--- config.mk ---
export PLATFORM = sky130hd
export DESIGN_NAME = sorted_priority_queue
export DESIGN_NICKNAME = d
export VERILOG_FILES = /design/src/sv/spq_pkg.sv /design/src/sv/spq_cell.sv /design/src/sv/sorted_priority_queue.sv
export SDC_FILE = /design/constraint.sdc
export NUM_CORES = 2
export LEC_CHECK = 0
export ABC_AREA = 1
export ABC_CLOCK_PERIOD_IN_PS = 8990
export BUFFER_PORTS_ARGS = -buffer_cell sky130_fd_sc_hd__buf_4
export CAP_MARGIN = 10
export CORE_ASPECT_RATIO = 0.9
export CORE_MARGIN = 10
export CORE_UTILIZATION = 60
export CTS_CLUSTER_SIZE = 16
export DETAILED_ROUTE_END_ITERATION = 8
export PLACE_DENSITY = 0.77
export SYNTH_ARGS = -nofsm -noshare
export SYNTH_HDL_FRONTEND = slang
export SYNTH_SLANG_ARGS = --single-unit
--- constraint.sdc ---
create_clock -name clock -period 8.99 [get_ports clock]
set_clock_uncertainty 0.2 [all_clocks]
set_input_delay 0.4495 -clock clock [delete_from_list [all_inputs] [get_ports clock]]
set_output_delay 0.4495 -clock clock [all_outputs]
set_load 0.05 [all_outputs]
--- src/sv/spq_pkg.sv ---
`timescale 1ns / 1ps
package spq_pkg;

   localparam int QueueDepth = 16;

   localparam logic [1:0] CMD_ENQUEUE = 2'd0;
   localparam logic [1:0] CMD_DEQUEUE = 2'd1;
   localparam logic [1:0] CMD_PEEK    = 2'd2;

   localparam logic [1:0] STATUS_OK        = 2'd0;
   localparam logic [1:0] STATUS_UNDERFLOW = 2'd1;
   localparam logic [1:0] STATUS_OVERFLOW  = 2'd2;

   typedef struct packed {
      logic               used;
      logic signed [31:0] value;
      logic [15:0]        rank;
   } entry_type;

   typedef struct packed {
      logic enq;
      logic deq;
   } ctl_type;

endpackage

--- src/sv/spq_cell.sv ---
`timescale 1ns / 1ps
module spq_cell
   import spq_pkg::*;
(
   input  logic               clock,
   input  logic               reset,
   input  ctl_type            ctl,
   input  logic signed [31:0] new_value,
   input  logic [15:0]        new_rank,
   input  entry_type          prev_entry,
   input  logic               prev_keep,
   input  entry_type          next_entry,
   output entry_type          entry,
   output logic               keep
);

   logic               used_ff, used_in;
   logic signed [31:0] value_ff, value_in;
   logic [15:0]        rank_ff, rank_in;

   // an entry of equal or lower rank stays where it is on enqueue
   assign keep = used_ff && (rank_ff <= new_rank);

   always_comb begin
      used_in  = used_ff;
      value_in = value_ff;
      rank_in  = rank_ff;
      if (ctl.enq && !keep) begin
         if (prev_keep) begin
            used_in  = 1'b1;
            value_in = new_value;
            rank_in  = new_rank;
         end else begin
            used_in  = prev_entry.used;
            value_in = prev_entry.value;
            rank_in  = prev_entry.rank;
         end
      end else if (ctl.deq) begin
         used_in  = next_entry.used;
         value_in = next_entry.value;
         rank_in  = next_entry.rank;
      end
   end

   always_ff @(posedge clock) begin
      if (reset) begin
         used_ff <= 1'b0;
      end else begin
         used_ff <= used_in;
      end
   end

   always_ff @(posedge clock) begin
      value_ff <= value_in;
      rank_ff  <= rank_in;
   end

   assign entry = '{used: used_ff, value: value_ff, rank: rank_ff};

endmodule

--- src/sv/sorted_priority_queue.sv ---
`timescale 1ns / 1ps
// the response beat is registered: it comes in the cycle after start is taken
// throughput: one command per cycle; every cell compares and shifts in the same cycle
// busy stays low, since each command finishes in the cycle it is taken
// reset empties the queue (all used bits clear) and drops any pending response
// the receiver cannot stall: rsp_valid is a one-cycle strobe
module sorted_priority_queue
   import spq_pkg::*;
(
   input  logic               clock,
   input  logic               reset,
   input  logic               start,
   output logic               busy,
   input  logic [1:0]         req_cmd,
   input  logic signed [31:0] req_item_value,
   input  logic [15:0]        req_item_rank,
   output logic               rsp_valid,
   output logic signed [31:0] rsp_out_value,
   output logic [15:0]        rsp_out_rank,
   output logic [1:0]         rsp_status
);

   entry_type cells   [QueueDepth];
   logic      keeps   [QueueDepth];
   entry_type prev_e  [QueueDepth];
   logic      prev_k  [QueueDepth];
   entry_type next_e  [QueueDepth];

   logic    accept, empty, full;
   ctl_type ctl;

   logic               rsp_valid_ff, rsp_valid_in;
   logic signed [31:0] rsp_value_ff, rsp_value_in;
   logic [15:0]        rsp_rank_ff, rsp_rank_in;
   logic [1:0]         rsp_status_ff, rsp_status_in;

   assign busy   = 1'b0;
   assign accept = start && !busy;
   assign empty  = !cells[0].used;
   assign full   = cells[QueueDepth-1].used;

   assign ctl.enq = accept && (req_cmd == CMD_ENQUEUE) && !full;
   assign ctl.deq = accept && (req_cmd == CMD_DEQUEUE) && !empty;

   for (genvar i = 0; i < QueueDepth; i++) begin : g_cell
      if (i == 0) begin : g_head
         assign prev_e[i] = '0;
         assign prev_k[i] = 1'b1;
      end else begin : g_body
         assign prev_e[i] = cells[i-1];
         assign prev_k[i] = keeps[i-1];
      end
      if (i == QueueDepth - 1) begin : g_tail
         assign next_e[i] = '0;
      end else begin : g_mid
         assign next_e[i] = cells[i+1];
      end

      spq_cell u_cell (
         .clock      (clock),
         .reset      (reset),
         .ctl        (ctl),
         .new_value  (req_item_value),
         .new_rank   (req_item_rank),
         .prev_entry (prev_e[i]),
         .prev_keep  (prev_k[i]),
         .next_entry (next_e[i]),
         .entry      (cells[i]),
         .keep       (keeps[i])
      );
   end

   always_comb begin
      rsp_valid_in  = accept;
      rsp_value_in  = '0;
      rsp_rank_in   = '0;
      rsp_status_in = STATUS_OK;
      case (req_cmd)
         CMD_ENQUEUE: begin
            if (full) rsp_status_in = STATUS_OVERFLOW;
         end
         CMD_DEQUEUE, CMD_PEEK: begin
            if (empty) begin
               rsp_status_in = STATUS_UNDERFLOW;
            end else begin
               rsp_value_in = cells[0].value;
               rsp_rank_in  = cells[0].rank;
            end
         end
         default: ;
      endcase
   end

   always_ff @(posedge clock) begin
      if (reset) begin
         rsp_valid_ff <= 1'b0;
      end else begin
         rsp_valid_ff <= rsp_valid_in;
      end
   end

   always_ff @(posedge clock) begin
      rsp_value_ff  <= rsp_value_in;
      rsp_rank_ff   <= rsp_rank_in;
      rsp_status_ff <= rsp_status_in;
   end

   assign rsp_valid     = rsp_valid_ff;
   assign rsp_out_value = rsp_value_ff;
   assign rsp_out_rank  = rsp_rank_ff;
   assign rsp_status    = rsp_status_ff;

endmodule

==> out/results.ini <==
[logic_synthesis]
ys_ff_latch=835
synthTopCellsByCount=1368 x a21oi_1, 1066 x nand2_1, 768 x edfxtp_1
yosysTopAreaCell=edfxtp_1
syn_area_sq_um=46200
synth-async-reset-ratio_pct=0
ys_warn_count=0
yosys.cell_types.count=26
synth_fp_nets=5583
yosysTopAreaCellShare_pct=50.0
synth_cells=5287
syn_avg_cell_area_sq_um=8.73
synthFlopType=edfxtp_1
synth_edf_count=768
synth.most_common_cell=a21oi_1
ys_top_cells_by_area=edfxtp_1 50%, a21oi_1 15%, nand2_1 8.7%, ha_1 6.6%, nor2_1 6.0%
yosysSeqAreaShare_pct=52.9

[floorplan]
row_count=96
die_w_microns=312
coreArea_sq_um=76300
die-area_sq_um=88400
die_h_microns=283
ios=105
initial_core_util_pct=60.5

[placement]
hpwl_microns=101000
gp_congestion=0.984
post-place-cells=6101
portBuffers=103

[timing]
tightest_slew_ns=1.24
finalMaxSlewViolations=0
maxSlewHeadroom_pct=17.5
min_period_ns=4.55
setup_tns_ns=0
setup_viol=0
grt_setup_unrepaired=no
period_share_pct=50.6
finalHoldViolations=0
fmax_ghz=0.220

[power]
p_leak_nw=21.0
power_mw=9.27
power_density_nw_per_um2=186
ir_worst_vdd_uv=134

[routing]
post_drt_wl_per_cell_microns=26.0
antenna_left=0
first_iter_violations=7200
post_drt_via_cell_ratio=6.62
routed-via-count=41600
remaining_drc_errors=0
wl_microns=163000
drtPass1Iterations=6

[job]
maxCapViolations=0

[clocking]
root_buffer=clkbuf_16
clk_path_buf_depth=3
clock_sinks=835
numCtsBuffers=89
clkTransAtPathRegs_ns=0.06
cts_tree=done
cts_resized=0
clk_latency_ns=0.67
htree_levels=3

[finish]
utilization_pct=65.3
area_growth_pct=7.84
instances_no_fill=6277
fill_cells=6131
final_nets=5465
drive_gt1_share_pct=7.17

[worst_setup_path]
cp-start-kind=primary input
cp.required_ns=9.07
r2r_cells=8
critPathKind=primary input to flop
cp_max_fo=71
cp-end-kind=flop
critPathArrivalTime_ns=4.63

[status]
status=completed

[global_routing]
grt_max_degree=85
track_usage_pct=35.2
grt_pass1_wl_microns=242000
grt_pass1_vias=39300
antenna_found_initial=6
grt-ovfl-total=0

[hold_path]
hold_depth=5
hold_class=primary input to flop

## cells in the final DEF, fill, tap and decap left out, types with 92 or more instances in the layout
cell	synthesis	routed
edfxtp_1	768	768
o21ai_0	172	172
buf_4	43	165
ha_1	243	243
nor2_1	742	742
clkbuf_16	0	92
o21ai_1	96	96
nand2_1	1066	1049
inv_1	181	181
a21oi_1	1368	1368
## cell type report
| class | count | area (sq um) | share of cell area, % |
|---|---|---|---|
| Antenna cell | 4 | 10.0 | 0.0201 |
| Clock buffer | 122 | 2450 | 4.93 |
| Clock inverter | 44 | 412 | 0.827 |
| Inverter | 215 | 808 | 1.62 |
| Multi-Input combinational cell | 3857 | 19100 | 38.4 |
| Sequential cell | 835 | 24400 | 49.0 |
| Tap cell | 1029 | 1290 | 2.59 |
| Timing Repair Buffer | 171 | 1310 | 2.63 |
## registers in the layout (all words and copies together), names as in the netlist
name / cells
g_cell.u_cell.value_ff: 512
g_cell.u_cell.rank_ff: 256
rsp_out_value: 32
g_cell.u_cell.used_ff: 16
rsp_out_rank: 16
rsp_status: 2
rsp_valid: 1
## timing repair
action                    in CTS  in global routing
hold buffers                   5                  0
hold endpoints to repair      18                  0
setup buffers                  0                  0
## path summary, 6_finish.rpt
| path | from | endpoint | slack [ns] |
|---|---|---|---|
| max | req_cmd[1] | g_cell[0].u_cell.value_ff[8]$_DFFE_PP_ | 4.44 |
| min | req_cmd[0] | rsp_status[1]$_DFF_P_ | 0.06 |
| max reg2reg | g_cell[15].u_cell.used_ff$_SDFFE_PP0P_ | g_cell[0].u_cell.value_ff[8]$_DFFE_PP_ | 4.68 |
| min reg2reg | g_cell[0].u_cell.value_ff[4]$_DFFE_PP_ | rsp_out_value[4]$_SDFF_PN0_ | 0.28 |
## through the flow
stage / worst slack, ns / instance area (sq um) / hold WS (ns)
CTS: 4.36 / 49700 / 0.0367
global route: 4.23 / 49800 / 0.0895
floorplan: 5.35 / 46200 / 0.236
finish: 4.44 / 49800 / 0.0617
detailed placement: 4.02 / 46800 / 0.265
global placement: 4.21 / 46800 / 0.258
## critical path: stages
cell	delay, ns
dlygate4sd3_1	0.54
buf_4	0.14
inv_1	0.07
ha_1	0.16
inv_1	0.05
nor3_2	0.14
buf_4	0.49
buf_4	0.66
nand2_2	0.56
buf_4	0.52
nand2_2	0.12
buf_4	0.62
## cells by family (layout without fill, tap and decap cells)
kind of cell	after synthesis	count (layout)	synth area share [%]
adder cells (fa/ha/maj)	243	243	6.59
buffers and inverters	595	552	5.98
flip-flops	835	835	52.9
AND/OR/NAND/NOR	1962	1962	16.6
AO/OA/AOI/OAI	1651	1651	18.0
other	1	5	0.00812
## report_power, final
part | internal [mW] | total, mW | switching, mW
combinational | 0.278 | 1.06 | 0.786
sequential | 4.41 | 4.51 | 0.100
clock | 2.04 | 3.69 | 1.65
## layer usage
metal,track usage (%),share of wire (%),up-vias
li1,-,-,18000
met1,49.4,37,19200
met2,49.2,40,3819
met3,13.5,18,513
met4,12.3,3.8,8
met5,0.775,0.072,-
Power figures use the tool's default switching activity.
